--- src/sv/hwpm_pkg.sv ---
// Shared types and constants of the host wake and ping monitor.
// Used by hwpm_ctrl, hwpm_dp and host_wake_ping_monitor; depends on nothing.
`timescale 1ns / 1ps

package hwpm_pkg;

   localparam int HOST_W        = 3;
   localparam int SEQ_W         = 16;
   localparam int TIME_W        = 32;
   localparam int CNT_W         = 8;
   localparam int MASK_W        = 8;
   localparam int CSR_IDX_W     = 3;
   localparam int CSR_DATA_W    = 32;
   localparam int DEF_NUM_HOSTS = 8;

   localparam logic [TIME_W-1:0] RST_PING_TIMEOUT   = 32'd2000;
   localparam logic [TIME_W-1:0] RST_RETRY_INTERVAL = 32'd5000;
   localparam logic [CNT_W-1:0]  RST_PINGS_PER_ATT  = 8'd6;
   localparam logic [CNT_W-1:0]  RST_MAX_ATTEMPTS   = 8'd3;
   localparam logic [TIME_W-1:0] RST_HEALTH_INT     = 32'd300000;
   localparam logic [CNT_W-1:0]  CNT_MAX            = 8'hFF;

   typedef enum logic [1:0] {
      REQ_TICK,
      REQ_REPLY,
      REQ_WAKE_ONE,
      REQ_WAKE_ALL
   } req_kind_type;

   typedef enum logic [1:0] {
      ACT_WAKE,
      ACT_PING,
      ACT_UP,
      ACT_DOWN
   } action_type;

   typedef enum logic [CSR_IDX_W-1:0] {
      CSR_PING_TIMEOUT,
      CSR_RETRY_INTERVAL,
      CSR_PINGS_PER_ATT,
      CSR_MAX_ATTEMPTS,
      CSR_HEALTH_INT,
      CSR_AUTO_WAKE,
      CSR_ACTIVE_MASK,
      CSR_ADDRESSED_MASK
   } csr_index_type;

   typedef enum logic [2:0] {
      OP_NONE,
      OP_TIMEOUT,
      OP_RETRY_STEP,
      OP_HEALTH,
      OP_WAKE,
      OP_PING,
      OP_REPLY,
      OP_FLUSH
   } op_type;

   typedef enum logic [2:0] {
      ST_IDLE,
      ST_TIMEOUT,
      ST_RETRY,
      ST_HEALTH,
      ST_WAKE,
      ST_PING,
      ST_REPLY,
      ST_FLUSH
   } state_type;

   typedef struct packed {
      op_type             op;
      logic               load;
      logic [HOST_W-1:0]  host;
   } cmd_type;

   typedef struct packed {
      logic active;
      logic addressed;
      logic ping_waiting;
      logic retry_running;
      logic wake_on_down;
      logic timeout_hit;
      logic retry_due;
      logic retry_full;
      logic retry_done;
      logic health_due;
      logic reply_match;
   } status_type;

endpackage

--- src/sv/hwpm_ctrl.sv ---
// Controller of the host wake and ping monitor: walks the hosts and sequences
// the record operations of one item. Depends on hwpm_pkg.
`timescale 1ns / 1ps

module hwpm_ctrl import hwpm_pkg::*; #(
   parameter int NUM_HOSTS = DEF_NUM_HOSTS
) (
   input  logic              clock,
   input  logic              reset,
   input  logic              start,
   input  logic [1:0]        req_type,
   input  logic [HOST_W-1:0] req_host_index,
   input  status_type        status,
   output logic              busy,
   output cmd_type           cmd
);

   localparam logic [HOST_W-1:0] LAST_HOST = HOST_W'(NUM_HOSTS - 1);

   state_type         state_ff, state_in;
   req_kind_type      mode_ff, mode_in;
   logic [HOST_W-1:0] host_ff, host_in;
   logic              done_host;

   always_ff @(posedge clock) begin
      if (reset) begin
         state_ff <= ST_IDLE;
         mode_ff  <= REQ_TICK;
         host_ff  <= '0;
      end else begin
         state_ff <= state_in;
         mode_ff  <= mode_in;
         host_ff  <= host_in;
      end
   end

   always_comb begin
      state_in  = state_ff;
      mode_in   = mode_ff;
      host_in   = host_ff;
      done_host = 1'b0;
      cmd.op    = OP_NONE;
      cmd.load  = 1'b0;
      cmd.host  = host_ff;

      unique case (state_ff)
         ST_IDLE: begin
            if (start) begin
               cmd.load = 1'b1;
               mode_in  = req_kind_type'(req_type);
               unique case (req_kind_type'(req_type))
                  REQ_TICK: begin
                     host_in  = '0;
                     state_in = ST_TIMEOUT;
                  end
                  REQ_WAKE_ALL: begin
                     host_in  = '0;
                     state_in = ST_WAKE;
                  end
                  REQ_REPLY: begin
                     host_in  = req_host_index;
                     state_in = (req_host_index <= LAST_HOST) ? ST_REPLY : ST_FLUSH;
                  end
                  REQ_WAKE_ONE: begin
                     host_in  = req_host_index;
                     state_in = (req_host_index <= LAST_HOST) ? ST_WAKE : ST_FLUSH;
                  end
                  default: state_in = ST_FLUSH;
               endcase
            end
         end
         ST_TIMEOUT: begin
            if (!(status.active && status.addressed)) begin
               done_host = 1'b1;
            end else if (status.timeout_hit) begin
               cmd.op   = OP_TIMEOUT;
               state_in = status.wake_on_down ? ST_WAKE : ST_RETRY;
            end else begin
               state_in = ST_RETRY;
            end
         end
         ST_RETRY: begin
            if (!status.retry_running) begin
               state_in = ST_HEALTH;
            end else if (status.retry_due) begin
               cmd.op = OP_RETRY_STEP;
               if (status.retry_full && status.retry_done) begin
                  done_host = 1'b1;
               end else begin
                  state_in = ST_PING;
               end
            end else begin
               done_host = 1'b1;
            end
         end
         ST_HEALTH: begin
            if (status.health_due) begin
               cmd.op = OP_HEALTH;
               if (status.ping_waiting) begin
                  done_host = 1'b1;
               end else begin
                  state_in = ST_PING;
               end
            end else begin
               done_host = 1'b1;
            end
         end
         ST_WAKE: begin
            if (mode_ff == REQ_WAKE_ALL && !status.active) begin
               done_host = 1'b1;
            end else begin
               cmd.op = OP_WAKE;
               if (status.addressed) begin
                  state_in = ST_PING;
               end else begin
                  done_host = 1'b1;
               end
            end
         end
         ST_PING: begin
            cmd.op    = OP_PING;
            done_host = 1'b1;
         end
         ST_REPLY: begin
            if (status.reply_match) begin
               cmd.op = OP_REPLY;
            end
            state_in = ST_FLUSH;
         end
         ST_FLUSH: begin
            cmd.op   = OP_FLUSH;
            state_in = ST_IDLE;
         end
         default: state_in = ST_IDLE;
      endcase

      if (done_host) begin
         if (mode_ff == REQ_WAKE_ONE || host_ff == LAST_HOST) begin
            state_in = ST_FLUSH;
         end else begin
            host_in  = host_ff + HOST_W'(1);
            state_in = (mode_ff == REQ_TICK) ? ST_TIMEOUT : ST_WAKE;
         end
      end
   end

   assign busy = (state_ff != ST_IDLE);

endmodule

--- src/sv/hwpm_dp.sv ---
// Datapath of the host wake and ping monitor: configuration registers, host
// records, age compares and the result holding stage. Depends on hwpm_pkg.
`timescale 1ns / 1ps

module hwpm_dp import hwpm_pkg::*; #(
   parameter int NUM_HOSTS = DEF_NUM_HOSTS
) (
   input  logic                  clock,
   input  logic                  reset,
   input  logic                  csr_write_enable,
   input  logic [CSR_IDX_W-1:0]  csr_index,
   input  logic [CSR_DATA_W-1:0] csr_write_data,
   input  logic [TIME_W-1:0]     req_now_ms,
   input  logic [SEQ_W-1:0]      req_reply_seq,
   input  cmd_type               cmd,
   output status_type            status,
   output logic                  rsp_strobe,
   output logic [1:0]            rsp_action,
   output logic [HOST_W-1:0]     rsp_target_host,
   output logic [SEQ_W-1:0]      rsp_ping_seq,
   output logic                  rsp_last
);

   localparam int IDX_W = (NUM_HOSTS > 1) ? $clog2(NUM_HOSTS) : 1;

   logic [TIME_W-1:0] ping_timeout_ff, retry_interval_ff, health_int_ff;
   logic [CNT_W-1:0]  pings_per_att_ff, max_attempts_ff;
   logic              auto_wake_ff;
   logic [MASK_W-1:0] active_mask_ff, addressed_mask_ff;

   logic              up_ff      [NUM_HOSTS];
   logic              pw_ff      [NUM_HOSTS];
   logic              rr_ff      [NUM_HOSTS];
   logic [CNT_W-1:0]  attempt_ff [NUM_HOSTS];
   logic [CNT_W-1:0]  pings_ff   [NUM_HOSTS];
   logic [SEQ_W-1:0]  exp_seq_ff [NUM_HOSTS];
   logic [TIME_W-1:0] lpt_ff     [NUM_HOSTS];
   logic [TIME_W-1:0] lht_ff     [NUM_HOSTS];
   logic [SEQ_W-1:0]  seq_ff, seq_in;

   logic              up_in, pw_in, rr_in;
   logic [CNT_W-1:0]  attempt_in, pings_in;
   logic [SEQ_W-1:0]  exp_seq_in;
   logic [TIME_W-1:0] lpt_in, lht_in;

   logic [TIME_W-1:0] now_ff;
   logic [SEQ_W-1:0]  rseq_ff;

   logic              pend_valid_ff, pend_valid_in;
   action_type        pend_act_ff;
   logic [HOST_W-1:0] pend_host_ff;
   logic [SEQ_W-1:0]  pend_seq_ff;
   logic              strobe_ff, strobe_in;
   action_type        out_act_ff;
   logic [HOST_W-1:0] out_host_ff;
   logic [SEQ_W-1:0]  out_seq_ff;
   logic              out_last_ff;

   logic [IDX_W-1:0]  idx;
   logic              cur_up, cur_pw, cur_rr;
   logic [CNT_W-1:0]  cur_attempt, cur_pings, pings_inc;
   logic [SEQ_W-1:0]  cur_exp_seq, seq_next;
   logic [TIME_W-1:0] ping_age, health_age;
   logic              emit_en;
   action_type        emit_act;
   logic [SEQ_W-1:0]  emit_seq;

   assign idx         = cmd.host[IDX_W-1:0];
   assign cur_up      = up_ff[idx];
   assign cur_pw      = pw_ff[idx];
   assign cur_rr      = rr_ff[idx];
   assign cur_attempt = attempt_ff[idx];
   assign cur_pings   = pings_ff[idx];
   assign cur_exp_seq = exp_seq_ff[idx];
   assign ping_age    = now_ff - lpt_ff[idx];
   assign health_age  = now_ff - lht_ff[idx];
   assign pings_inc   = (cur_pings == CNT_MAX) ? cur_pings : cur_pings + CNT_W'(1);
   assign seq_next    = seq_ff + SEQ_W'(1);

   always_comb begin
      status.active        = active_mask_ff[cmd.host];
      status.addressed     = addressed_mask_ff[cmd.host];
      status.ping_waiting  = cur_pw;
      status.retry_running = cur_rr;
      status.wake_on_down  = cur_up && !cur_rr && auto_wake_ff;
      status.timeout_hit   = cur_pw && (ping_age >= ping_timeout_ff);
      status.retry_due     = !cur_pw && (ping_age >= retry_interval_ff);
      status.retry_full    = (pings_inc >= pings_per_att_ff);
      status.retry_done    = (cur_attempt >= max_attempts_ff);
      status.health_due    = (health_age >= health_int_ff);
      status.reply_match   = status.active && status.addressed && cur_pw
                             && (cur_exp_seq == rseq_ff);
   end

   always_comb begin
      up_in      = cur_up;
      pw_in      = cur_pw;
      rr_in      = cur_rr;
      attempt_in = cur_attempt;
      pings_in   = cur_pings;
      exp_seq_in = cur_exp_seq;
      lpt_in     = lpt_ff[idx];
      lht_in     = lht_ff[idx];
      seq_in     = seq_ff;
      emit_en    = 1'b0;
      emit_act   = ACT_WAKE;
      emit_seq   = '0;

      unique case (cmd.op)
         OP_TIMEOUT: begin
            pw_in = 1'b0;
            up_in = 1'b0;
            if (cur_up) begin
               emit_en  = 1'b1;
               emit_act = ACT_DOWN;
            end
         end
         OP_RETRY_STEP: begin
            if (status.retry_full) begin
               pings_in = '0;
               if (status.retry_done) begin
                  rr_in      = 1'b0;
                  attempt_in = '0;
               end else begin
                  attempt_in = cur_attempt + CNT_W'(1);
                  emit_en    = 1'b1;
                  emit_act   = ACT_WAKE;
               end
            end else begin
               pings_in = pings_inc;
            end
         end
         OP_HEALTH: lht_in = now_ff;
         OP_WAKE: begin
            emit_en  = 1'b1;
            emit_act = ACT_WAKE;
            if (status.addressed) begin
               rr_in      = 1'b1;
               attempt_in = CNT_W'(1);
               pings_in   = '0;
               up_in      = 1'b0;
            end
         end
         OP_PING: begin
            if (status.addressed) begin
               seq_in     = seq_next;
               emit_en    = 1'b1;
               emit_act   = ACT_PING;
               emit_seq   = seq_next;
               pw_in      = 1'b1;
               exp_seq_in = seq_next;
               lpt_in     = now_ff;
            end
         end
         OP_REPLY: begin
            pw_in = 1'b0;
            up_in = 1'b1;
            if (cur_rr) begin
               rr_in      = 1'b0;
               attempt_in = '0;
               pings_in   = '0;
            end
            if (!cur_up) begin
               emit_en  = 1'b1;
               emit_act = ACT_UP;
            end
         end
         OP_NONE, OP_FLUSH: ;
         default: ;
      endcase
   end

   assign strobe_in     = pend_valid_ff && (emit_en || cmd.op == OP_FLUSH);
   assign pend_valid_in = emit_en || (pend_valid_ff && cmd.op != OP_FLUSH);

   always_ff @(posedge clock) begin
      if (reset) begin
         ping_timeout_ff   <= RST_PING_TIMEOUT;
         retry_interval_ff <= RST_RETRY_INTERVAL;
         pings_per_att_ff  <= RST_PINGS_PER_ATT;
         max_attempts_ff   <= RST_MAX_ATTEMPTS;
         health_int_ff     <= RST_HEALTH_INT;
         auto_wake_ff      <= 1'b0;
         active_mask_ff    <= '0;
         addressed_mask_ff <= '0;
         for (int i = 0; i < NUM_HOSTS; i++) begin
            up_ff[i]      <= 1'b0;
            pw_ff[i]      <= 1'b0;
            rr_ff[i]      <= 1'b0;
            attempt_ff[i] <= '0;
            pings_ff[i]   <= '0;
            exp_seq_ff[i] <= '0;
            lpt_ff[i]     <= '0;
            lht_ff[i]     <= '0;
         end
         seq_ff        <= '0;
         pend_valid_ff <= 1'b0;
         strobe_ff     <= 1'b0;
      end else begin
         if (csr_write_enable) begin
            unique case (csr_index_type'(csr_index))
               CSR_PING_TIMEOUT:   ping_timeout_ff   <= csr_write_data[TIME_W-1:0];
               CSR_RETRY_INTERVAL: retry_interval_ff <= csr_write_data[TIME_W-1:0];
               CSR_PINGS_PER_ATT:  pings_per_att_ff  <= csr_write_data[CNT_W-1:0];
               CSR_MAX_ATTEMPTS:   max_attempts_ff   <= csr_write_data[CNT_W-1:0];
               CSR_HEALTH_INT:     health_int_ff     <= csr_write_data[TIME_W-1:0];
               CSR_AUTO_WAKE:      auto_wake_ff      <= csr_write_data[0];
               CSR_ACTIVE_MASK:    active_mask_ff    <= csr_write_data[MASK_W-1:0];
               CSR_ADDRESSED_MASK: addressed_mask_ff <= csr_write_data[MASK_W-1:0];
               default: ;
            endcase
         end
         up_ff[idx]      <= up_in;
         pw_ff[idx]      <= pw_in;
         rr_ff[idx]      <= rr_in;
         attempt_ff[idx] <= attempt_in;
         pings_ff[idx]   <= pings_in;
         exp_seq_ff[idx] <= exp_seq_in;
         lpt_ff[idx]     <= lpt_in;
         lht_ff[idx]     <= lht_in;
         seq_ff          <= seq_in;
         pend_valid_ff   <= pend_valid_in;
         strobe_ff       <= strobe_in;
      end
   end

   always_ff @(posedge clock) begin
      if (cmd.load) begin
         now_ff  <= req_now_ms;
         rseq_ff <= req_reply_seq;
      end
      if (emit_en) begin
         pend_act_ff  <= emit_act;
         pend_host_ff <= cmd.host;
         pend_seq_ff  <= emit_seq;
      end
      if (strobe_in) begin
         out_act_ff  <= pend_act_ff;
         out_host_ff <= pend_host_ff;
         out_seq_ff  <= pend_seq_ff;
         out_last_ff <= (cmd.op == OP_FLUSH);
      end
   end

   assign rsp_strobe      = strobe_ff;
   assign rsp_action      = out_act_ff;
   assign rsp_target_host = out_host_ff;
   assign rsp_ping_seq    = out_seq_ff;
   assign rsp_last        = out_last_ff;

endmodule

--- src/sv/host_wake_ping_monitor.sv ---
// Host wake and ping monitor, top level: joins hwpm_ctrl and hwpm_dp.
// Depends on hwpm_pkg, hwpm_ctrl and hwpm_dp.
`timescale 1ns / 1ps

// An item is taken when start is high and busy is low; busy stays high until
// the item is finished. The controller walks the host records one at a time:
// a tick visits every host, a reply and a single wake touch one host, and a
// wake of all hosts visits every host, each item ending with a closing step.
// Each result is held one stage so that its last flag is
// known: it shows on the rsp_ ports for one cycle with rsp_strobe, and the
// final one, with rsp_last set, shows in the cycle in which busy falls.
// Results cannot be held off; an item with no action gives no result.
module host_wake_ping_monitor import hwpm_pkg::*; #(
   parameter int NUM_HOSTS = DEF_NUM_HOSTS
) (
   input  logic                  clock,
   input  logic                  reset,
   input  logic                  start,
   output logic                  busy,
   input  logic [1:0]            req_type,
   input  logic [TIME_W-1:0]     req_now_ms,
   input  logic [HOST_W-1:0]     req_host_index,
   input  logic [SEQ_W-1:0]      req_reply_seq,
   output logic                  rsp_strobe,
   output logic [1:0]            rsp_action,
   output logic [HOST_W-1:0]     rsp_target_host,
   output logic [SEQ_W-1:0]      rsp_ping_seq,
   output logic                  rsp_last,
   input  logic                  csr_write_enable,
   input  logic [CSR_IDX_W-1:0]  csr_index,
   input  logic [CSR_DATA_W-1:0] csr_write_data
);

   cmd_type    cmd;
   status_type status;

   hwpm_ctrl #(
      .NUM_HOSTS (NUM_HOSTS)
   ) u_ctrl (
      .clock          (clock),
      .reset          (reset),
      .start          (start),
      .req_type       (req_type),
      .req_host_index (req_host_index),
      .status         (status),
      .busy           (busy),
      .cmd            (cmd)
   );

   hwpm_dp #(
      .NUM_HOSTS (NUM_HOSTS)
   ) u_dp (
      .clock            (clock),
      .reset            (reset),
      .csr_write_enable (csr_write_enable),
      .csr_index        (csr_index),
      .csr_write_data   (csr_write_data),
      .req_now_ms       (req_now_ms),
      .req_reply_seq    (req_reply_seq),
      .cmd              (cmd),
      .status           (status),
      .rsp_strobe       (rsp_strobe),
      .rsp_action       (rsp_action),
      .rsp_target_host  (rsp_target_host),
      .rsp_ping_seq     (rsp_ping_seq),
      .rsp_last         (rsp_last)
   );

`ifndef SYNTHESIS
   a_start_busy: assert property (@(posedge clock) disable iff (reset)
      (start && !busy) |=> busy)
      else $error("item taken but block not busy");

   a_strobe_in_item: assert property (@(posedge clock) disable iff (reset)
      rsp_strobe |-> $past(busy))
      else $error("result strobe without an item in work");

   a_last_ends_item: assert property (@(posedge clock) disable iff (reset)
      (rsp_strobe && rsp_last) |-> !busy)
      else $error("final result while item still in work");
`endif

endmodule

--- config.mk ---
export PLATFORM = sky130hd
export DESIGN_NAME = host_wake_ping_monitor
export DESIGN_NICKNAME = d
export VERILOG_FILES = /design/src/sv/hwpm_pkg.sv /design/src/sv/hwpm_ctrl.sv /design/src/sv/hwpm_dp.sv /design/src/sv/host_wake_ping_monitor.sv
export SDC_FILE = /design/constraint.sdc
export NUM_CORES = 2
export LEC_CHECK = 0
export BUFFER_PORTS_ARGS = -buffer_cell sky130_fd_sc_hd__clkbuf_2
export CORE_MARGIN = 2
export CORE_UTILIZATION = 41
export DETAILED_ROUTE_END_ITERATION = 10
export HOLD_SLACK_MARGIN = 0.12
export PLACE_DENSITY_LB_ADDON = 0.25
export SLEW_MARGIN = 10
export SYNTH_ARGS = -nofsm -noshare
export SYNTH_HDL_FRONTEND = slang
export SYNTH_SLANG_ARGS = --single-unit
--- constraint.sdc ---
create_clock -name clock -period 9.67 [get_ports clock]
set_clock_uncertainty 0.1 [all_clocks]
set_input_delay 1.4505 -clock clock [delete_from_list [all_inputs] [get_ports clock]]
set_output_delay 1.4505 -clock clock [all_outputs]
set_load 0.02 [all_outputs]
Yosys cells after proc, flatten, opt, wreduce, memory -nomap -nowiden:

Memory sizes are Yosys's and may differ from the RTL's. A register that Yosys moved wholly into a read port is not among the register bits.
Index checks and enable logic that the tools add are counted.

* reduce and logical (&&, ||, !) cells: 45
* $lt $le $gt $ge: 7
* add/sub/neg operators: 6
* muxes and demuxes: 114
* eq/ne operators: 38

Operators by type and width (count)
* $mux W32: 5
* $mux W3: 38
* $ge A32 B32 Y1: 3
* $mux W8: 10
* $reduce_or A32 Y1: 2
* $sub A32 B32 Y32: 2
* $mux W16: 3
* $pmux W8 S3: 2
* $pmux W3 S7: 2
* $eq A3 B3 Y1 const B: 13
* $mux W1: 39
* $reduce_and A2 Y1: 10
* $eq A3 B2 Y1 const B: 6
* $add A16 B1 Y16 const B: 1
* $add A8 B1 Y8 const B: 2
* $eq A16 B16 Y1: 1
* $ge A8 B8 Y1: 2
* $reduce_or A16 Y1: 1
* $reduce_or A8 Y1: 2
* $ne A3 B2 Y1 const B: 4
* $pmux W3 S4: 1
* $logic_and A1 B1 Y1: 11
* $mux W2: 5
* $pmux W1 S5: 2
* other kinds (24): 43

* memories kept: 8
* input port bits: 92
* output and inout bits: 24
* RAM bits: 792
* word-level logic and storage cells: 241
* register bits after elaboration: 246

Memories
* u_dp.lht_ff: words 8, width 32, rd ports 1, clocked after memory_dff 1, wr ports 8, RTL line hwpm_dp.sv:38 `logic [TIME_W-1:0] lht_ff [NUM_HOSTS];`
* u_dp.lpt_ff: words 8, width 32, rd ports 1, clocked after memory_dff 1, wr ports 8, RTL line hwpm_dp.sv:37 `logic [TIME_W-1:0] lpt_ff [NUM_HOSTS];`
* u_dp.exp_seq_ff: words 8, width 16, rd ports 1, clocked after memory_dff 1, wr ports 8, RTL line hwpm_dp.sv:36 `logic [SEQ_W-1:0] exp_seq_ff [NUM_HOSTS];`
* u_dp.attempt_ff: words 8, width 8, rd ports 1, clocked after memory_dff 1, wr ports 8, RTL line hwpm_dp.sv:34 `logic [CNT_W-1:0] attempt_ff [NUM_HOSTS];`
* u_dp.pings_ff: words 8, width 8, rd ports 1, clocked after memory_dff 1, wr ports 8, RTL line hwpm_dp.sv:35 `logic [CNT_W-1:0] pings_ff [NUM_HOSTS];`
* u_dp.pw_ff: words 8, width 1, rd ports 1, clocked after memory_dff 1, wr ports 8, RTL line hwpm_dp.sv:32 `logic pw_ff [NUM_HOSTS];`
* +2 memories

Longest topological paths before layout:

* word-level depth: 11
* gate-level depth with buffers: 34
* gate-level depth less buffers: 27

By module:

Synthesis repeated with hierarchy kept, for this count alone.

* cell total of the unflattened synthesis: 4342
* area, all modules: 49989.2 sq um

By module, submodules not included
* hwpm_dp: instances 1, area an instance 49286.0 sq um, sequential area each 29458.3 sq um, cells each 4256
* hwpm_ctrl: instances 1, area an instance 703.2 sq um, sequential area each 160.2 sq um, cells each 86

Worst setup path before layout:

OpenSTA, ideal clock, no wires.

* kind: reg2reg
* start: reg u_ctrl.host_ff[2]
* end: reg u_dp.out_act_ff[0] (netlist: u_dp.rsp_action[0]) (enable)
* period minus slack after synthesis: 7.219 ns
* cell stages (with the launch flop): 26
* setup slack: 2.451 ns
* path buffers: 5
* arrival time: 6.769 ns
* required time: 9.219 ns
* library setup time: 0.351 ns
* cells stage by stage: dfxtp_1 buf_4 buf_4 buf_2 nor3b_2 clkbuf_1 buf_1 a22oi_1 and3_1 ha_1 o211ai_1 a21oi_1 o41a_1 a21bo_2 a22oi_1 o21ai_0 or4b_2 a31oi_1 xnor2_1 ha_1 a21oi_1 o21ai_0 o31ai_1 nor3_1 or4b_1 and2_1

* longest elaborated chain between the ends: 11
* elaborated cells on any way between the ends: 23
* classes of those cells: 6 x eq/ne; 10 x mux; 7 x reduce/logical

Ends and longest elaborated chain
* start, declared: RTL line hwpm_ctrl.sv:22 `logic [HOST_W-1:0] host_ff, host_in;`
* start signal, assigned: RTL line hwpm_ctrl.sv:33 `host_ff <= host_in;`
* $bmux W1 S3, on equally long branches: RTL line hwpm_dp.sv:81, hwpm_dp.sv:82
* $mux W1, on equally long branches: RTL line hwpm_dp.sv:81, hwpm_dp.sv:82
* $logic_and A1 B1 Y1: RTL line hwpm_ctrl.sv:73, hwpm_dp.sv:91
* $logic_and A1 B1 Y1: RTL line hwpm_dp.sv:91 `status.reply_match = status.active && status.addressed && cur_pw`
* $logic_and A1 B1 Y1: RTL line hwpm_dp.sv:92 `&& (cur_exp_seq == rseq_ff);`
* $mux W3: RTL line hwpm_ctrl.sv:125 `if (status.reply_match) begin`
* $pmux W3 S7: RTL line hwpm_ctrl.sv:46 `unique case (state_ff)`
* $eq A3 B3 Y1, or another cell as far along: RTL line hwpm_dp.sv:109 `unique case (cmd.op)`
* $pmux W1 S5: RTL line hwpm_dp.sv:109
* $logic_or A1 B1 Y1 *: RTL line hwpm_dp.sv:173 `assign strobe_in = pend_valid_ff && (emit_en || cmd.op == OP_FLUSH);`
* $logic_and A1 B1 Y1 *: RTL line hwpm_dp.sv:173
* net u_dp.strobe_in: RTL line hwpm_dp.sv:53 `logic strobe_ff, strobe_in;`
* end signal, assigned: RTL line hwpm_dp.sv:238 `out_act_ff <= pend_act_ff;`
* end, declared: RTL line hwpm_dp.sv:54 `action_type out_act_ff;`

Mark *: on every way through the listed nets, which the timed path passes. The rest lies on a longest branch. The select of a mux whose other input is x is not followed.
A chain may end at the register's enable or synchronous reset.

==> results.py <==
metrics = {
    "status": {
        "outcome": "completed",
    },
    "yosys": {
        "ys_ff_latch": 1038,
        "synthArstFlopShare_pct": 0,
        "synth_nets": 4632,
        "synth.avg_cell_area_um2": 11.4,
        "synthCells": 4357,
        "synth_flop_cell": "edfxtp_1",
        "yosysWarnings": 0,
        "yosysSeqAreaShare_pct": 59.8,
        "synth_cell_types": 96,
        "synth_edf_count": 883,
        "synthesis.area_um2": 49600,
    },
    "global_route": {
        "grt_pass1_wl_mm": 226,
        "use_met2_pct": 37.8,
        "grt_max_degree": 65,
        "grt_usage_pct": 24.9,
        "grt.busiest_layer": "met2",
        "grt_use_met3_pct": 4.97,
        "grt_use_met1_pct": 36.0,
        "grt_pass1_vias": 33700,
        "grt_overflow": 0,
        "antenna_found_initial": 2,
    },
    "job": {
        "max_cap_violations": 0,
    },
    "critical_path": {
        "crit_path_end_kind": "register",
        "path_max_fanout": 40,
        "reg2reg_from": "u_ctrl.host_ff[1]",
        "criticalPathCategory": "reg -> reg",
        "cp.required_ns": 10.00,
        "reg2reg_slack_ns": 1.03,
        "critPathLaunchType": "register",
        "reg2reg_depth": 22,
        "arrival_ns": 8.97,
        "r2r_end": "u_dp.attempt_ff[4][1]",
    },
    "sta": {
        "worst_pin_slew_ns": 1.23,
        "report.final.hold_viol_count": 0,
        "rsz0062_at_grt": "no",
        "final_max_slew_viol_count": 0,
        "max_slew_margin_pct": 18.3,
        "setup_tns_ns": 0,
        "period_share_pct": 89.4,
        "setup_viol": 0,
        "max_freq_mhz": 116,
        "min_period_ns": 8.64,
    },
    "die": {
        "die_area_um2": 124000,
        "die_x_um": 352,
        "initial_core_util_pct": 41.3,
        "io_pins": 116,
        "coreArea_um2": 120000,
        "row_count": 127,
        "die_y_um": 352,
    },
    "drt": {
        "via_count": 35700,
        "drc": 0,
        "wirelength_mm": 156,
        "drt_pass1_iterations": 6,
        "viasPerCell": 5.82,
        "drt_iter0_drc": 4458,
        "wire_per_inst_um": 25.4,
        "ant_nets": 0,
    },
    "final_layout": {
        "drive_gt1_share_pct": 11.5,
        "final_cell_mix": "nor2_1, edfxtp_1, nand2_1",
        "fillCellCount": 10900,
        "fin_nets": 4692,
        "fin_util_pct": 46.1,
        "n_antenna_cell": 0,
        "regArea_um2": 29600,
        "multi_input_area_um2": 18400,
        "syn2layout_area_growth_pct": 11.6,
        "final_common_cell": "nor2_1",
    },
    "hold_path": {
        "whs_path_depth": 0,
        "min-delay-start": "u_dp.pend_act_ff[1]",
        "min_to": "u_dp.rsp_action[1]",
        "min_path_type": "reg -> reg",
    },
    "cts": {
        "cts_buffers": 108,
        "post_cts.repair.setup_buffers": 0,
        "clk_pin_slew_ns": 0.06,
        "cts-root-buf": "clkbuf_16",
        "clk_latency_ns": 0.74,
        "h-tree-depth": 3,
        "cts_hold_buf": 0,
        "ctsResizeCount": 0,
        "cts_sinks": 1038,
        "ctsLongestPathBuffers": 3,
        "cts_tree": "yes",
    },
    "placed_design": {
        "dpl.hpwl_mm": 94.9,
        "port_buffers": 115,
        "gp_congestion": 0.905,
    },
    "power": {
        "clkPwrFrac_pct": 22.3,
        "power_frac_comb_pct": 46.0,
        "seqPwrFrac_pct": 31.7,
        "power_density_nw_per_um2": 334,
        "ir_worst_vdd_uv": 259,
        "intPower_w": 0.0107,
        "p_switching_w": 0.00783,
        "p_sw_share_pct": 42.3,
        "p_leak_nw": 19.6,
    },
}
[routing by layer]
layer / up-vias / part of all wire (%)
met5: - / 0.017
met4: 4 / 2.4
met3: 235 / 10
met2: 1771 / 44
met1: 17700 / 43
li1: 15900 / -
[sequential cells by signal (all words and copies together), names as in the netlist, 8 cells and up]
register and flops:
u_dp.attempt_ff 64, u_dp.health_int_ff 32, u_dp.max_attempts_ff 8, u_dp.pw_ff 8, u_dp.pings_ff 64, u_dp.up_ff 8
u_dp.ping_timeout_ff 32, u_dp.active_mask_ff 8, u_dp.addressed_mask_ff 8, u_dp.seq_ff 16, u_dp.lpt_ff 256, u_dp.rseq_ff 16
u_dp.rr_ff 8, u_dp.lht_ff 256, u_dp.pend_seq_ff 16, u_dp.pings_per_att_ff 8, u_dp.now_ff 32, u_dp.rsp_ping_seq 16
u_dp.retry_interval_ff 32, u_dp.exp_seq_ff 128
[cell families (layout without fill, tap and decap cells)]
family          Yosys count  in the layout  share of synthesized area [%]
flops                  1038           1038                           59.8
simple gates           1656           1656                           14.5
compound gates          832            832                           11.4
xor+xnor                 96             96                           1.70
fa+ha+maj               183            183                           4.65
buf+inv                 393            545                           3.40
mux                     159            159                           4.62
[critical path, stage by stage (launching register included)]
cell and delay, ns:
dfxtp_4 0.72, buf_4 0.50, mux4_2 0.57, a221oi_1 0.72, ha_1 0.43, a21oi_1 0.21, o21ai_0 0.16, a21oi_1 0.14
a21bo_2 0.26, a22oi_1 0.34, o21ai_0 0.33, o31ai_1 0.38, a21boi_0 0.52, ha_1 0.34, a2111oi_0 0.35, o21ai_0 0.13
o21ai_0 0.09, o21ai_0 0.22, o31ai_2 0.50, buf_4 0.31, nor2_1 0.20, a2bb2oi_1 0.59, a21oi_1 0.14
[how the worst max path moves through the flow]
| stage | start | end | slack (ns) | depth (start not counted) |
|---|---|---|---|---|
| final | u_ctrl.host_ff[1] | u_dp.attempt_ff[4][1] | 1.03 | 22 |
| after global routing | u_ctrl.host_ff[1] | u_dp.rsp_ping_seq[9] | 0.55 | 21 |
| after CTS | u_ctrl.host_ff[1] | u_dp.rsp_ping_seq[5] | 1.17 | 23 |
| after detailed placement | u_ctrl.host_ff[1] | u_dp.rsp_ping_seq[5] | 1.23 | 23 |
| after global placement | u_ctrl.host_ff[1] | u_dp.rsp_ping_seq[5] | 1.26 | 21 |
| after floorplan | u_ctrl.host_ff[2] | u_dp.rsp_action[0] | 2.45 | 25 |
[power by group through the flow]
stage          sequential [W]  combinational [W]  clock, W
6_report              0.00587            0.00850   0.00413
5_1_grt               0.00591            0.00923   0.00433
4_1_cts               0.00586            0.00837   0.00416
3_5_place_dp          0.00595            0.00831         0
3_3_place_gp          0.00594            0.00824         0
2_1_floorplan         0.00581            0.00556         0
[stage by stage]
stage          power [W]  instance area, µm²  cells  hold slack [ns]  setup slack [ns]
4_1_cts           0.0184               55300   6121            0.319              1.17
2_1_floorplan     0.0114               49600   4357            0.300              2.45
6_report          0.0185               55300   6121            0.314              1.03
5_1_grt           0.0195               55300   6121            0.322             0.546
3_5_place_dp      0.0143               51900   5919            0.305              1.23
3_3_place_gp      0.0142               51900   5919            0.301              1.26
[synth_stat cells (66+ instances only)]
master / n / area [µm²]
nor2_1: 923 / 3460
a22oi_1: 138 / 1040
mux2i_1: 77 / 771
dfxtp_1: 155 / 3100
ha_1: 181 / 2260
nand2_1: 401 / 1510
clkbuf_1: 180 / 676
inv_1: 144 / 541
edfxtp_1: 883 / 26500
a21oi_1: 259 / 1300
o21ai_1: 66 / 330
o21ai_0: 70 / 350
[layout make-up]
class,count,share of cell area (%)
Tap cell,1612,3.65
Multi-Input combinational cell,2926,33.3
Timing Repair Buffer,196,2.26
Sequential cell,1038,53.6
Clock inverter,61,0.968
Clock buffer,141,5.24
Inverter,147,0.998
No activity file was read; power rests on OpenSTA's default activity.
